File: src/hdl/mck_pkg.sv
// Morse character keyer package: segment descriptor type, unit codes,
// queue sizing and the international Morse lookup table.
// No dependencies.
package mck_pkg;

   // Widths of the external fields
   localparam int CharW     = 8;
   localparam int DotTimeW  = 12;
   localparam int DurW      = 15;

   // Dot time after reset, in milliseconds
   localparam logic [DotTimeW-1:0] DotTimeReset = 12'd200;

   // Character codes of interest
   localparam logic [CharW-1:0] ChLowerA = 8'h61;
   localparam logic [CharW-1:0] ChLowerZ = 8'h7A;
   localparam logic [CharW-1:0] ChUpperA = 8'h41;
   localparam logic [CharW-1:0] ChUpperZ = 8'h5A;
   localparam logic [CharW-1:0] ChSpace  = 8'h20;
   localparam logic [CharW-1:0] CaseFold = 8'h20;

   // Descriptor queue between the front and back parts
   localparam int QueueDepth = 4;
   localparam int QPtrW      = $clog2(QueueDepth);
   localparam int QCntW      = $clog2(QueueDepth + 1);

   // Segment counter: up to four elements of two segments plus the letter gap
   localparam int MaxElems = 4;
   localparam int SegW     = $clog2(2 * MaxElems + 1);

   // Segment length in dot units
   typedef enum logic [1:0] {
      UNITS_ONE,
      UNITS_THREE,
      UNITS_SEVEN
   } units_type;

   // Morse pattern of one letter: element i is a dash when pattern[i] is set
   typedef struct packed {
      logic [2:0]          elem_cnt;
      logic [MaxElems-1:0] pattern;
   } morse_type;

   // Classified character as passed from front to back
   typedef struct packed {
      logic      is_space;
      morse_type morse;
   } desc_type;

   // Queue status seen by the front
   typedef struct packed {
      logic full;
      logic empty;
   } qstat_type;

   // International Morse table, index 0 is A
   function automatic morse_type morse_lookup(input logic [4:0] idx);
      morse_type m;
      unique case (idx)
         5'd0:    m = '{3'd2, 4'b0010};  // A .-
         5'd1:    m = '{3'd4, 4'b0001};  // B -...
         5'd2:    m = '{3'd4, 4'b0101};  // C -.-.
         5'd3:    m = '{3'd3, 4'b0001};  // D -..
         5'd4:    m = '{3'd1, 4'b0000};  // E .
         5'd5:    m = '{3'd4, 4'b0100};  // F ..-.
         5'd6:    m = '{3'd3, 4'b0011};  // G --.
         5'd7:    m = '{3'd4, 4'b0000};  // H ....
         5'd8:    m = '{3'd2, 4'b0000};  // I ..
         5'd9:    m = '{3'd4, 4'b1110};  // J .---
         5'd10:   m = '{3'd3, 4'b0101};  // K -.-
         5'd11:   m = '{3'd4, 4'b0010};  // L .-..
         5'd12:   m = '{3'd2, 4'b0011};  // M --
         5'd13:   m = '{3'd2, 4'b0001};  // N -.
         5'd14:   m = '{3'd3, 4'b0111};  // O ---
         5'd15:   m = '{3'd4, 4'b0110};  // P .--.
         5'd16:   m = '{3'd4, 4'b1011};  // Q --.-
         5'd17:   m = '{3'd3, 4'b0010};  // R .-.
         5'd18:   m = '{3'd3, 4'b0000};  // S ...
         5'd19:   m = '{3'd1, 4'b0001};  // T -
         5'd20:   m = '{3'd3, 4'b0100};  // U ..-
         5'd21:   m = '{3'd4, 4'b1000};  // V ...-
         5'd22:   m = '{3'd3, 4'b0110};  // W .--
         5'd23:   m = '{3'd4, 4'b1001};  // X -..-
         5'd24:   m = '{3'd4, 4'b1101};  // Y -.--
         5'd25:   m = '{3'd4, 4'b0011};  // Z --..
         default: m = '{3'd0, 4'b0000};
      endcase
      return m;
   endfunction

endpackage

File: src/hdl/mck_front.sv
// Front part of the Morse keyer: accepts character transactions,
// folds case and classifies them into queue descriptors.
// Depends on mck_pkg.
module mck_front import mck_pkg::*; (
   input  logic             clock,
   input  logic             reset,
   input  logic             req_valid,
   output logic             req_stall,
   input  logic [CharW-1:0] req_char_code,
   input  qstat_type        q_stat,
   output logic             push,
   output desc_type         push_desc
);

   logic [CharW-1:0] folded;
   logic             is_letter;
   logic [4:0]       letter_idx;
   logic [CharW-1:0] idx_full;

   // Hold the requester off while the queue has no room
   assign req_stall = q_stat.full;
   assign push      = req_valid && !q_stat.full;

   // Fold lower case to upper case
   always_comb begin
      if (req_char_code >= ChLowerA && req_char_code <= ChLowerZ) begin
         folded = req_char_code - CaseFold;
      end else begin
         folded = req_char_code;
      end
   end

   // Classify: letter, space or anything else
   assign is_letter  = (folded >= ChUpperA) && (folded <= ChUpperZ);
   assign idx_full   = folded - ChUpperA;
   assign letter_idx = idx_full[4:0];

   always_comb begin
      push_desc.is_space = (folded == ChSpace);
      if (is_letter) begin
         push_desc.morse = morse_lookup(letter_idx);
      end else begin
         push_desc.morse = '{3'd0, '0};
      end
   end

   // A transaction offered while the queue is full must not slip through
   a_no_push_full: assert property (@(posedge clock) disable iff (reset)
      !(push && q_stat.full))
      else $error("front pushed into a full queue");

endmodule

File: src/hdl/mck_queue.sv
// Descriptor queue between the front and back parts of the Morse keyer.
// Small register FIFO with simultaneous push and pop.
// Depends on mck_pkg.
module mck_queue import mck_pkg::*; (
   input  logic      clock,
   input  logic      reset,
   input  logic      push,
   input  desc_type  push_desc,
   input  logic      pop,
   output qstat_type q_stat,
   output desc_type  head_desc
);

   desc_type           entries_ff [QueueDepth];
   logic [QPtrW-1:0]   wr_ptr_ff, wr_ptr_in;
   logic [QPtrW-1:0]   rd_ptr_ff, rd_ptr_in;
   logic [QCntW-1:0]   count_ff, count_in;
   logic               do_push, do_pop;

   assign q_stat.full  = (count_ff == QCntW'(QueueDepth));
   assign q_stat.empty = (count_ff == '0);
   assign do_push      = push && !q_stat.full;
   assign do_pop       = pop && !q_stat.empty;
   assign head_desc    = entries_ff[rd_ptr_ff];

   // Advance pointers and occupancy
   always_comb begin
      wr_ptr_in = wr_ptr_ff;
      rd_ptr_in = rd_ptr_ff;
      count_in  = count_ff;
      if (do_push) begin
         wr_ptr_in = (wr_ptr_ff == QPtrW'(QueueDepth - 1)) ? '0 : wr_ptr_ff + 1'b1;
      end
      if (do_pop) begin
         rd_ptr_in = (rd_ptr_ff == QPtrW'(QueueDepth - 1)) ? '0 : rd_ptr_ff + 1'b1;
      end
      if (do_push && !do_pop) begin
         count_in = count_ff + 1'b1;
      end else if (do_pop && !do_push) begin
         count_in = count_ff - 1'b1;
      end
   end

   always_ff @(posedge clock) begin
      if (reset) begin
         wr_ptr_ff <= '0;
         rd_ptr_ff <= '0;
         count_ff  <= '0;
      end else begin
         wr_ptr_ff <= wr_ptr_in;
         rd_ptr_ff <= rd_ptr_in;
         count_ff  <= count_in;
      end
   end

   // Store the pushed descriptor
   always_ff @(posedge clock) begin
      if (do_push) begin
         entries_ff[wr_ptr_ff] <= push_desc;
      end
   end

   a_count_range: assert property (@(posedge clock) disable iff (reset)
      count_ff <= QCntW'(QueueDepth))
      else $error("queue occupancy beyond depth");

   a_ptr_gap: assert property (@(posedge clock) disable iff (reset)
      (count_ff == '0 || count_ff == QCntW'(QueueDepth)) |-> (wr_ptr_ff == rd_ptr_ff))
      else $error("queue pointers disagree with occupancy");

endmodule

File: src/hdl/mck_back.sv
// Back part of the Morse keyer: walks the head descriptor one segment per
// cycle while the output is free and drives the registered segment output.
// Depends on mck_pkg.
module mck_back import mck_pkg::*; (
   input  logic                clock,
   input  logic                reset,
   input  logic [DotTimeW-1:0] unit_ms,
   input  qstat_type           q_stat,
   input  desc_type            head_desc,
   output logic                pop,
   output logic                rsp_valid,
   input  logic                rsp_stall,
   output logic                rsp_lamp_on,
   output logic [DurW-1:0]     rsp_duration_ms,
   output logic                rsp_last_segment
);

   logic [SegW-1:0] seg_ff, seg_in;
   logic            rsp_valid_ff, rsp_valid_in;
   logic            lamp_ff;
   logic [DurW-1:0] dur_ff;
   logic            last_ff;

   logic            head_valid;
   logic            out_free;
   logic            fire;
   logic            seg_lamp;
   logic            seg_last;
   units_type       seg_units;
   logic [SegW-1:0] elem_segs;
   logic [DurW-1:0] dot15, dur3, dur7, seg_dur;

   assign head_valid = !q_stat.empty;
   assign out_free   = !rsp_valid_ff || !rsp_stall;
   assign fire       = head_valid && out_free;
   assign pop        = fire && seg_last;
   assign elem_segs  = {head_desc.morse.elem_cnt, 1'b0};

   // Decode the current segment of the head descriptor
   always_comb begin
      seg_lamp  = 1'b0;
      seg_units = UNITS_THREE;
      seg_last  = 1'b1;
      if (head_desc.is_space) begin
         if (seg_ff == '0) begin
            seg_units = UNITS_SEVEN;
            seg_last  = 1'b0;
         end
      end else if (seg_ff < elem_segs) begin
         seg_last = 1'b0;
         if (!seg_ff[0]) begin
            seg_lamp  = 1'b1;
            seg_units = head_desc.morse.pattern[seg_ff[2:1]] ? UNITS_THREE : UNITS_ONE;
         end else begin
            seg_units = UNITS_ONE;
         end
      end
   end

   // Scale dot time by 1, 3 or 7 with shifts, an add and a subtract
   assign dot15 = DurW'(unit_ms);
   assign dur3  = dot15 + (dot15 << 1);
   assign dur7  = (dot15 << 3) - dot15;

   always_comb begin
      unique case (seg_units)
         UNITS_ONE:   seg_dur = dot15;
         UNITS_THREE: seg_dur = dur3;
         UNITS_SEVEN: seg_dur = dur7;
         default:     seg_dur = dot15;
      endcase
   end

   // Advance the segment counter, restart on the letter gap
   always_comb begin
      seg_in = seg_ff;
      if (fire) begin
         seg_in = seg_last ? '0 : seg_ff + 1'b1;
      end
   end

   // Output register: refill whenever it is empty or being taken
   assign rsp_valid_in = out_free ? head_valid : rsp_valid_ff;

   always_ff @(posedge clock) begin
      if (reset) begin
         seg_ff       <= '0;
         rsp_valid_ff <= 1'b0;
      end else begin
         seg_ff       <= seg_in;
         rsp_valid_ff <= rsp_valid_in;
      end
   end

   always_ff @(posedge clock) begin
      if (fire) begin
         lamp_ff <= seg_lamp;
         dur_ff  <= seg_dur;
         last_ff <= seg_last;
      end
   end

   assign rsp_valid        = rsp_valid_ff;
   assign rsp_lamp_on      = lamp_ff;
   assign rsp_duration_ms  = dur_ff;
   assign rsp_last_segment = last_ff;

   a_seg_range: assert property (@(posedge clock) disable iff (reset)
      seg_ff <= SegW'(2 * MaxElems))
      else $error("segment counter out of range");

   a_restart: assert property (@(posedge clock) disable iff (reset)
      pop |=> seg_ff == '0)
      else $error("segment counter not cleared after letter gap");

   a_mid_item: assert property (@(posedge clock) disable iff (reset)
      seg_ff != '0 |-> head_valid)
      else $error("descriptor left the queue in the middle of a character");

endmodule

File: src/hdl/morse_character_keyer.sv
// Morse character keyer top level: dot time register, front classifier,
// descriptor queue and back segment sequencer.
// Depends on mck_pkg, mck_front, mck_queue, mck_back.
//
//   channel   direction  handshake          payload
//   req_      in         valid / stall      char_code[7:0]
//   rsp_      out        valid / stall      lamp_on, duration_ms[14:0], last_segment
//   csr_      in         valid / ready      dot_time_ms[11:0]
//
// A character is taken and queued; the back part sends one segment per cycle
// while the output is free: 2n+1 for a letter of n elements (3 to 9), 2 for a
// space, 1 for anything else. The result port sets the sustained rate. The
// queue holds four characters, so the front keeps taking input while the back
// is stalled, until the queue is full. Reset empties the queue and the output
// register and loads a dot time of 200 ms; the register write is always ready.
module morse_character_keyer import mck_pkg::*; (
   input  logic                clock,
   input  logic                reset,
   input  logic                req_valid,
   output logic                req_stall,
   input  logic [CharW-1:0]    req_char_code,
   output logic                rsp_valid,
   input  logic                rsp_stall,
   output logic                rsp_lamp_on,
   output logic [DurW-1:0]     rsp_duration_ms,
   output logic                rsp_last_segment,
   input  logic                csr_valid,
   output logic                csr_ready,
   input  logic [DotTimeW-1:0] csr_dot_time_ms
);

   logic [DotTimeW-1:0] unit_ms_ff, unit_ms_in;
   qstat_type           q_stat;
   logic                push, pop;
   desc_type            push_desc, head_desc;

   // Dot time register, written on a csr transaction
   assign csr_ready  = 1'b1;
   assign unit_ms_in = (csr_valid && csr_ready) ? csr_dot_time_ms : unit_ms_ff;

   always_ff @(posedge clock) begin
      if (reset) begin
         unit_ms_ff <= DotTimeReset;
      end else begin
         unit_ms_ff <= unit_ms_in;
      end
   end

   mck_front u_front (
      .clock         (clock),
      .reset         (reset),
      .req_valid     (req_valid),
      .req_stall     (req_stall),
      .req_char_code (req_char_code),
      .q_stat        (q_stat),
      .push          (push),
      .push_desc     (push_desc)
   );

   mck_queue u_queue (
      .clock     (clock),
      .reset     (reset),
      .push      (push),
      .push_desc (push_desc),
      .pop       (pop),
      .q_stat    (q_stat),
      .head_desc (head_desc)
   );

   mck_back u_back (
      .clock            (clock),
      .reset            (reset),
      .unit_ms          (unit_ms_ff),
      .q_stat           (q_stat),
      .head_desc        (head_desc),
      .pop              (pop),
      .rsp_valid        (rsp_valid),
      .rsp_stall        (rsp_stall),
      .rsp_lamp_on      (rsp_lamp_on),
      .rsp_duration_ms  (rsp_duration_ms),
      .rsp_last_segment (rsp_last_segment)
   );

endmodule

File: config.mk
export PLATFORM = sky130hd
export DESIGN_NAME = morse_character_keyer
export DESIGN_NICKNAME = d
export VERILOG_FILES = /design/src/hdl/mck_pkg.sv /design/src/hdl/mck_front.sv /design/src/hdl/mck_queue.sv /design/src/hdl/mck_back.sv /design/src/hdl/morse_character_keyer.sv
export SDC_FILE = /design/constraint.sdc
export NUM_CORES = 1
export LEC_CHECK = 0
export BUFFER_PORTS_ARGS = -buffer_cell sky130_fd_sc_hd__buf_2
export CAP_MARGIN = 20
export CORE_UTILIZATION = 52
export DETAILED_ROUTE_END_ITERATION = 12
export PLACE_DENSITY = 0.71
export SLEW_MARGIN = 20
export SYNTH_ARGS = -nofsm -noshare
export SYNTH_HDL_FRONTEND = slang
export SYNTH_SLANG_ARGS = --single-unit
export TNS_END_PERCENT = 5
File: constraint.sdc
create_clock -name clock -period 5.4 [get_ports clock]
set_input_delay 1.62 -clock clock [delete_from_list [all_inputs] [get_ports clock]]
set_output_delay 1.62 -clock clock [all_outputs]
set_load 0.03 [all_outputs]
==> impl_metrics.toml, run 1 <==
[logic_synthesis]
synth-compound-area-share_pct = 17.4
synthAdderAreaFrac_pct = 12.0
synth_top_family_by_area = "compound AO/OA/AOI/OAI gates"
netlist.area_leader.share_pct = 30.5
synth_fp_nets = 546
syn_inst = 476
yosysTopAreaCell = "edfxtp_1"
synthArstFlopShare_pct = 0
synth.most_common_cell = "edfxtp_1"
yosys.area_share.simple_pct = 12.5
synth-xor-area-share_pct = 4.54
synth-seq-area-share_pct = 41.3
synthMuxAreaShare_pct = 7.86
synth_edf_count = 49
synth_commonest_cells = "edfxtp_1, nor2_1, ha_1"
ys_types = 55
synth-main-ff-cell = "edfxtp_1"
yosys_register_bits = 75
netlist_area_um2 = 4820
synth_area_leaders = "edfxtp_1, ha_1, dfxtp_1, mux2i_1, a21oi_1"
syn_area_per_cell_um2 = 10.1
ys_warn_count = 0

[die]
core_area_um2 = 8850
dieArea_um2 = 9660
die_w_um = 98.3
dieHeight_um = 98.3
rows = 34
start_util_pct = 54.5
io_pins = 45

[clock_network]
post_cts_resized = 0
h-tree-depth = 3
root_buffer = "clkbuf_8"
ctsHoldBuffers = 0
clock_path_buffers = 2
cts_sinks = 75
cts_tree = "built"
numCtsBuffers = 9
clock_latency_ns = 0.36
cts_setup_buffers = 0
clk_pin_slew_worst_paths_ns = 0.09

[timing]
clock.fmax_mhz = 245
fin_crit_ns = 4.08
max_slew.worst_pin.slew_ns = 0.871
slew_viol_final = 0
finalSetupTns_ns = 0
rsz0062_at_grt = "no"
relSlewSlack_pct = 41.5
setup_violations = 0
fin_skew_ns = 0.0151
finalHoldViolations = 0
post-route-period-util_pct = 75.6

[route]
ant_nets = 0
route.detailed.drc = 2
drt-vias-per-instance = 5.94
firstDrtPassIters = 9
via_count = 3703
first_iter_violations = 140
wirelength_um = 10100
post_drt_wl_per_cell_um = 16.3

[status]
violations = "DRC"
status = "finished with violations"

[grt]
antenna_found_initial = 0
track_usage_pct = 22.0
gr-total-overflow = 0
grt_max_degree = 24
grt_pass1_wl_um = 16800
grt_pass1_vias = 3621

[placement]
gp_congestion = 0.900
hpwl_um = 7600
portBuffers = 43

[worst_setup_path]
worstSetupEndpointType = "register"
critPathArrivalTime_ns = 4.16
cp_cell_sequence = "buf_2 > inv_1 > ha_1 > nand2b_1 > nor2_1 > xnor2_1 > a221oi_1 > a211oi_1"
cp_max_fo = 14
critical-path-slowest-cell = "xnor2_1"
crit_type = "primary input to register"
crit_path_start_kind = "primary input"
crit_required_ns = 5.48
cpPeakStageDelay_ns = 0.71

[finish]
nFillCells = 760
nets = 580
syn_to_final_growth_pct = 10.0
utilization_pct = 60.0
num_antenna_cells = 0
drive_gt1_share_pct = 14.4

[pwr]
peakVddDrop_mv = 0.153
power_leakage_nw = 2.18
p_per_area_nw_per_um2 = 423

[job]
drv_cap = 0

[min_path]
holdCritPathClass = "register to register"
-- final timing paths --
kind / from / endpoint / slack, ns / depth (start not counted)
worst max-delay path: req_char_code[0] / u_queue.entries_ff[1][3] / 1.32 / 8
worst min-delay path: u_back.rsp_valid / u_back.rsp_valid / 0.49 / 2
worst max register to register: register / u_queue.count_ff[2] / 1.63 / 11
worst min register to register: u_back.rsp_valid / u_back.rsp_valid / 0.49 / 2
-- flip-flops by register name, indices dropped and copies added (netlist names), named ones only --
signal / count
u_queue.count_ff: 3
u_queue.wr_ptr_ff: 2
u_back.rsp_duration_ms: 15
unit_ms_ff: 12
u_back.rsp_valid: 1
u_queue.rd_ptr_ff: 2
u_back.seg_ff: 4
u_queue.entries_ff: 32
u_back.rsp_lamp_on: 1
u_back.rsp_last_segment: 1
-- critical path, delay by kind of cell --
family / cells / cell delay (ns)
AOI/OAI and AO/OA: 2 / 0.64
xor gates and xnor gates: 1 / 0.71
adders and majority gates: 1 / 0.39
buffers and inverters: 2 / 0.43
and+or+nand+nor: 2 / 0.36
-- final cells by class --
class,instances,area [um2],area share (%)
flip-flops and latches,75,1990,37.5
repair buffers,44,223,4.20
well taps,108,135,2.55
inverters,29,109,2.05
multi-input cells,351,2630,49.5
clock buffers,12,188,3.54
clock inverters,4,32.5,0.613
-- cell usage in the layout (no fill, tap or decap), types with 9 or more instances in the layout --
master     n
edfxtp_1  49
clkbuf_8  10
ha_1      43
xnor2_1   17
inv_1     29
nand2_1   26
buf_2     43
dfxtp_1   26
a21oi_1   35
nor3_1    12
a211oi_1   9
o21ai_0   18
mux2i_1   21
nor2_1    47
-- layer usage --
metal  GRT usage (%)  wire [um]
met1            24.7       4240
met2            40.6       5320
met3            3.44        311
met4            10.9        248
met5               0          0
-- power breakdown --
group          switching, W  leakage, nW  total [W]  internal, W
sequential        0.0000718        0.690   0.000854     0.000782
combinational      0.000578         1.38   0.000923     0.000345
clock              0.000226        0.116   0.000467     0.000241
total              0.000876         2.18    0.00224      0.00137
-- cell families (layout without fill, tap and decap cells) --
family | after synthesis | in the layout
other | 1 | 1
AND/OR/NAND/NOR | 127 | 127
multiplexers | 29 | 29
buffers and inverters | 50 | 89
adder cells (fa/ha/maj) | 45 | 45
AO/OA/AOI/OAI | 124 | 124
XOR/XNOR | 25 | 25
flip-flops | 75 | 75
-- through the flow --
stage / hold slack [ns] / worst slack, ns / power [W] / area [um2] / instances
after floorplan: 0.463 / 1.14 / 0.00158 / 4820 / 476
after global placement: 0.461 / 1.26 / 0.00177 / 5090 / 607
after detailed placement: 0.474 / 1.07 / 0.00179 / 5090 / 607
after CTS: 0.488 / 1.38 / 0.00226 / 5310 / 623
after global routing: 0.531 / 0.995 / 0.00238 / 5310 / 623
final: 0.485 / 1.32 / 0.00224 / 5310 / 623
Note: power is estimated with default switching activity, not from simulation.
==> run 2, diff against run 1 <==
--- a/config.mk
+++ b/config.mk
@@ -9,7 +9,7 @@
 export CAP_MARGIN = 20
 export CORE_UTILIZATION = 52
 export DETAILED_ROUTE_END_ITERATION = 12
-export PLACE_DENSITY = 0.71
+export PLACE_DENSITY = 0.74
 export SLEW_MARGIN = 20
 export SYNTH_ARGS = -nofsm -noshare
 export SYNTH_HDL_FRONTEND = slang
==> constraint.sdc (replaced) <==
create_clock -name clock -period 3.7 [get_ports clock]
set_input_delay 1.11 -clock clock [delete_from_list [all_inputs] [get_ports clock]]
set_output_delay 1.11 -clock clock [all_outputs]
set_load 0.03 [all_outputs]
==> impl_metrics.toml, run 2 (synthesis gave the netlist of run 1 again) <==
[placement]
placed_area_um2 = 5170
portBuffers = 43
gp_congestion = 0.942
hpwl_um = 8210

[worst_setup_path]
cpPeakStageDelay_ns = 0.53
critPathArrivalTime_ns = 3.63
crit_path_start_kind = "register"
cp_max_fo = 4
crit_buf_inv = 2
worstSetupEndpointType = "register"
critical_path.top_delay_family = "adder cells"
cp_cell_sequence = "mux4_2 > inv_1 > ha_1 > a2111o_1 > nand3_1 > ha_1 > inv_1 > fa_1 > xor2_1 > or3_1 > a21oi_1"
crit_type = "register to register"
crit_required_ns = 4.01
critical-path-slowest-cell = "mux4_2"

[finish]
seq_area_um2 = 1990
multiInputGateArea_um2 = 2630
largest_reg_flops = 32
nFillCells = 745
drive_gt1_share_pct = 16.2
final_common_cell = "edfxtp_1"
num_antenna_cells = 0
regMostFlops = "u_queue.entries_ff"
nets = 591
final_cell_mix = "edfxtp_1, nor2_1, ha_1, buf_2, a21oi_1"
syn_to_final_growth_pct = 11.5
final_area_um2 = 5380

[grt]
track_usage_pct = 23.5
antenna_found_initial = 0
grt_pass1_wl_um = 17800
gr-total-overflow = 0
grt_max_degree = 23
grt_pass1_vias = 3829

[pwr]
power_switching_w = 0.00135
seq_power_share_pct = 37.0
power_leakage_nw = 2.23
p_clk_share_pct = 19.9
p_int_w = 0.00199
peakVddDrop_mv = 0.303
power.share.combinational_pct = 43.1
p_sw_share_pct = 40.4
p_per_area_nw_per_um2 = 620

[timing]
finalSetupTns_ns = 0
rsz0062_at_grt = "no"
max_slew.worst_pin.slew_ns = 0.823
relSlewSlack_pct = 44.7
finalHoldViolations = 0
fin_skew_ns = 0.0207
clock.fmax_mhz = 301
setup_violations = 0
fin_crit_ns = 3.33
slew_viol_final = 0
post-route-period-util_pct = 89.9

[route]
via_count = 3806
firstDrtPassIters = 11
post_drt_wl_per_cell_um = 17.1
wirelength_um = 10800
route.detailed.drc = 2
first_iter_violations = 123
ant_nets = 0
drt-vias-per-instance = 6.00

[clock_network]
root_buffer = "clkbuf_8"
numCtsBuffers = 9
clock_path_buffers = 2
post_cts_resized = 0
cts_tree = "built"
h-tree-depth = 3
cts_sinks = 75
ctsHoldBuffers = 0
clk_pin_slew_worst_paths_ns = 0.10
clock_latency_ns = 0.37
cts_setup_buffers = 0

[die]
rows = 34
dieHeight_um = 98.3
dieArea_um2 = 9660
io_pins = 45
core_area_um2 = 8850
die_w_um = 98.3
start_util_pct = 54.5

[status]
status = "finished with violations"
violations = "DRC"

[min_path]
min-delay-start = "u_back.rsp_valid"
holdCritPathClass = "register to register"

[job]
drv_cap = 0
==> run 2: final cells by class <==
| class | count | area share (%) |
|---|---|---|
| Clock buffer | 10 | 2.77 |
| Inverter | 29 | 2.02 |
| Sequential cell | 75 | 37.0 |
| Tap cell | 108 | 2.51 |
| Timing Repair Buffer | 55 | 5.68 |
| Clock inverter | 6 | 1.12 |
| Multi-Input combinational cell | 351 | 48.9 |
==> run 2: power by group through the flow <==
stage          Sequential (W)  Combinational, W  Clock [W]
2_1_floorplan         0.00145          0.000867          0
3_3_place_gp          0.00125           0.00140          0
3_5_place_dp          0.00126           0.00143          0
4_1_cts               0.00124           0.00144   0.000675
5_1_grt               0.00126           0.00156   0.000703
6_report              0.00124           0.00144   0.000664
==> run 2: stage by stage <==
stage | hold WS, ns | std cells | setup slack [ns] | total power, W | util, %
after floorplan | 0.463 | 476 | 0.423 | 0.00231 | -
after global placement | 0.463 | 618 | 0.315 | 0.00265 | 58.4
after detailed placement | 0.488 | 618 | 0.198 | 0.00269 | 58.4
after CTS | 0.501 | 634 | 0.350 | 0.00335 | 60.8
after global routing | 0.532 | 634 | 0.121 | 0.00352 | 60.8
final | 0.500 | 634 | 0.373 | 0.00334 | 60.8
==> run 2: final timing paths <==
kind	to	slack [ns]	depth (start not counted)
hold reg to reg	u_back.rsp_valid	0.50	2
setup reg to reg	u_queue.count_ff[2]	0.37	11
setup / recovery	u_queue.count_ff[2]	0.37	11
hold / removal	u_back.rsp_valid	0.50	2
==> run 2: metal layers <==
| metal | wire, um | vias up | global-route usage (%) |
|---|---|---|---|
| met5 | 0 | - | 0 |
| met4 | 449 | 0 | 13.7 |
| met3 | 329 | 41 | 3.36 |
| met2 | 5590 | 92 | 43.4 |
| met1 | 4470 | 1813 | 25.7 |
| li1 | - | 1860 | - |
==> run 2: worst register-to-register path, stage by stage (launching register included) <==
cell and delay (ns):
dfxtp_1 0.48, mux4_2 0.53, inv_1 0.07, ha_1 0.24
a2111o_1 0.53, nand3_1 0.17, ha_1 0.20, inv_1 0.06
fa_1 0.37, xor2_1 0.17, or3_1 0.31, a21oi_1 0.14
==> run 3, diff against run 2 <==
--- a/config.mk
+++ b/config.mk
@@ -7,9 +7,10 @@
 export LEC_CHECK = 0
 export BUFFER_PORTS_ARGS = -buffer_cell sky130_fd_sc_hd__buf_2
 export CAP_MARGIN = 20
+export CORE_MARGIN = 2
 export CORE_UTILIZATION = 52
 export DETAILED_ROUTE_END_ITERATION = 12
-export PLACE_DENSITY = 0.74
+export PLACE_DENSITY = 0.71
 export SLEW_MARGIN = 20
 export SYNTH_ARGS = -nofsm -noshare
 export SYNTH_HDL_FRONTEND = slang
==> constraint.sdc (replaced) <==
create_clock -name clock -period 3.2 [get_ports clock]
set_input_delay 0.96 -clock clock [delete_from_list [all_inputs] [get_ports clock]]
set_output_delay 0.96 -clock clock [all_outputs]
set_load 0.03 [all_outputs]
==> impl_metrics.toml, run 3 (synthesis gave the netlist of run 1 again) <==
[status]
status = "finished, final reports clean"

[worst_setup_path]
crit_required_ns = 3.49
crit_type = "register to register"
critPathArrivalTime_ns = 3.33
worstSetupEndpointType = "register"
r2r_setup_slack_ns = 0.17
r2r_end = "u_queue.count_ff[2]"
crit_path_start_kind = "register"
r2r_cells = 11
cp_max_fo = 3

[grt]
grt_max_degree = 23
grt_pass1_wl_um = 17700
track_usage_pct = 22.3
gr-total-overflow = 0
antenna_found_initial = 0
grt_pass1_vias = 3698

[pwr]
p_per_area_nw_per_um2 = 695
power_leakage_nw = 2.28
peakVddDrop_mv = 0.348

[finish]
drive_gt1_share_pct = 18.2
final_cell_mix = "edfxtp_1, nor2_1, buf_2"
regMostFlops = "u_queue.entries_ff"
nFillCells = 769
nets = 604
final_common_cell = "edfxtp_1"
largest_reg_flops = 32
utilization_pct = 59.8
finalNonFillerCells = 650
num_antenna_cells = 0
syn_to_final_growth_pct = 13.0

[route]
post_drt_wl_per_cell_um = 16.3
first_iter_violations = 197
ant_nets = 0
via_count = 3854
wirelength_um = 10600
firstDrtPassIters = 5
drt-vias-per-instance = 5.93
route.detailed.drc = 0

[clock_network]
clock_latency_ns = 0.36
clock_path_buffers = 2
numCtsBuffers = 9
clk_pin_slew_worst_paths_ns = 0.08
h-tree-depth = 3
cts_sinks = 75
cts_tree = "built"
cts_setup_buffers = 0
root_buffer = "clkbuf_8"

[min_path]
hold_depth = 2
holdCritPathClass = "register to register"
hold_end = "u_back.rsp_valid"
min-delay-start = "u_back.rsp_valid"

[placement]
hpwl_um = 8110
gp_congestion = 0.938
portBuffers = 43
place_inst = 634

[timing]
max_slew.worst_pin.slew_ns = 0.659
finalHoldViolations = 0
rsz0062_at_grt = "no"
relSlewSlack_pct = 55.9
post-route-period-util_pct = 94.8
finalSetupTns_ns = 0
setup_violations = 0
fin_skew_ns = 0.0173
slew_viol_final = 0
clock.fmax_mhz = 330
fin_crit_ns = 3.03

[die]
rows = 35
die_w_um = 100
core_area_um2 = 9110
dieHeight_um = 100
io_pins = 45
start_util_pct = 53.0
dieArea_um2 = 10100

[job]
drv_cap = 0
[run 3: worst max path at each step]
| stage | endpoint | slack [ns] | start |
|---|---|---|---|
| finish | u_queue.count_ff[2] | 0.17 | register |
| global route | u_queue.count_ff[2] | 0.002 | register |
| CTS | u_queue.count_ff[2] | 0.08 | register |
| detailed placement | u_queue.count_ff[2] | 0.08 | register |
| global placement | u_queue.count_ff[2] | 0.20 | register |
| floorplan | u_queue.count_ff[2] | 0.05 | register |
[run 3: layout make-up]
type,count,area [um2],area share (%)
clock inverters,6,47.5,0.873
flip-flops and latches,75,1990,36.6
repair buffers,68,403,7.39
multi-input cells,351,2630,48.3
inverters,29,109,2.00
well taps,111,139,2.55
clock buffers,10,128,2.34
[run 3: stage by stage]
stage | cell area (um2) | hold slack [ns] | total power (W) | setup WS, ns
4_1_cts | 5450 | 0.483 | 0.00381 | 0.0804
3_3_place_gp | 5270 | 0.463 | 0.00310 | 0.202
6_report | 5450 | 0.478 | 0.00379 | 0.166
3_5_place_dp | 5270 | 0.473 | 0.00315 | 0.0822
5_1_grt | 5450 | 0.522 | 0.00404 | 0.00191
2_1_floorplan | 4830 | 0.463 | 0.00267 | 0.0501
[run 3: where the power goes]
group | total [W] | switching [W] | internal [W]
registers | 0.00142 | 0.000102 | 0.00132
logic | 0.00170 | 0.00104 | 0.000662
clock network | 0.000663 | 0.000372 | 0.000291
total | 0.00379 | 0.00151 | 0.00228
[run 3: layer usage]
layer	vias to the layer above	wire, um	track usage, %
met5	-	0	0
li1	1885	-	-
met4	0	184	8.54
met3	18	459	3.06
met1	1842	4520	28.0
met2	109	5410	38.9
[run 3: what timing repair did]
action	CTS	global route
hold buffers	0	0
setup endpoints to repair	0	1
hold endpoints to repair	0	0
resized for setup	0	2
[run 3: worst max-delay path, stage by stage (launching register included)]
cell and delay (ns):
dfxtp_2 0.37, mux4_2 0.49, inv_1 0.07, ha_1 0.23, a2111o_1 0.44, nand3_1 0.13, ha_2 0.20, inv_1 0.05
fa_1 0.37, xor2_1 0.17, or3_1 0.30, a21oi_1 0.15
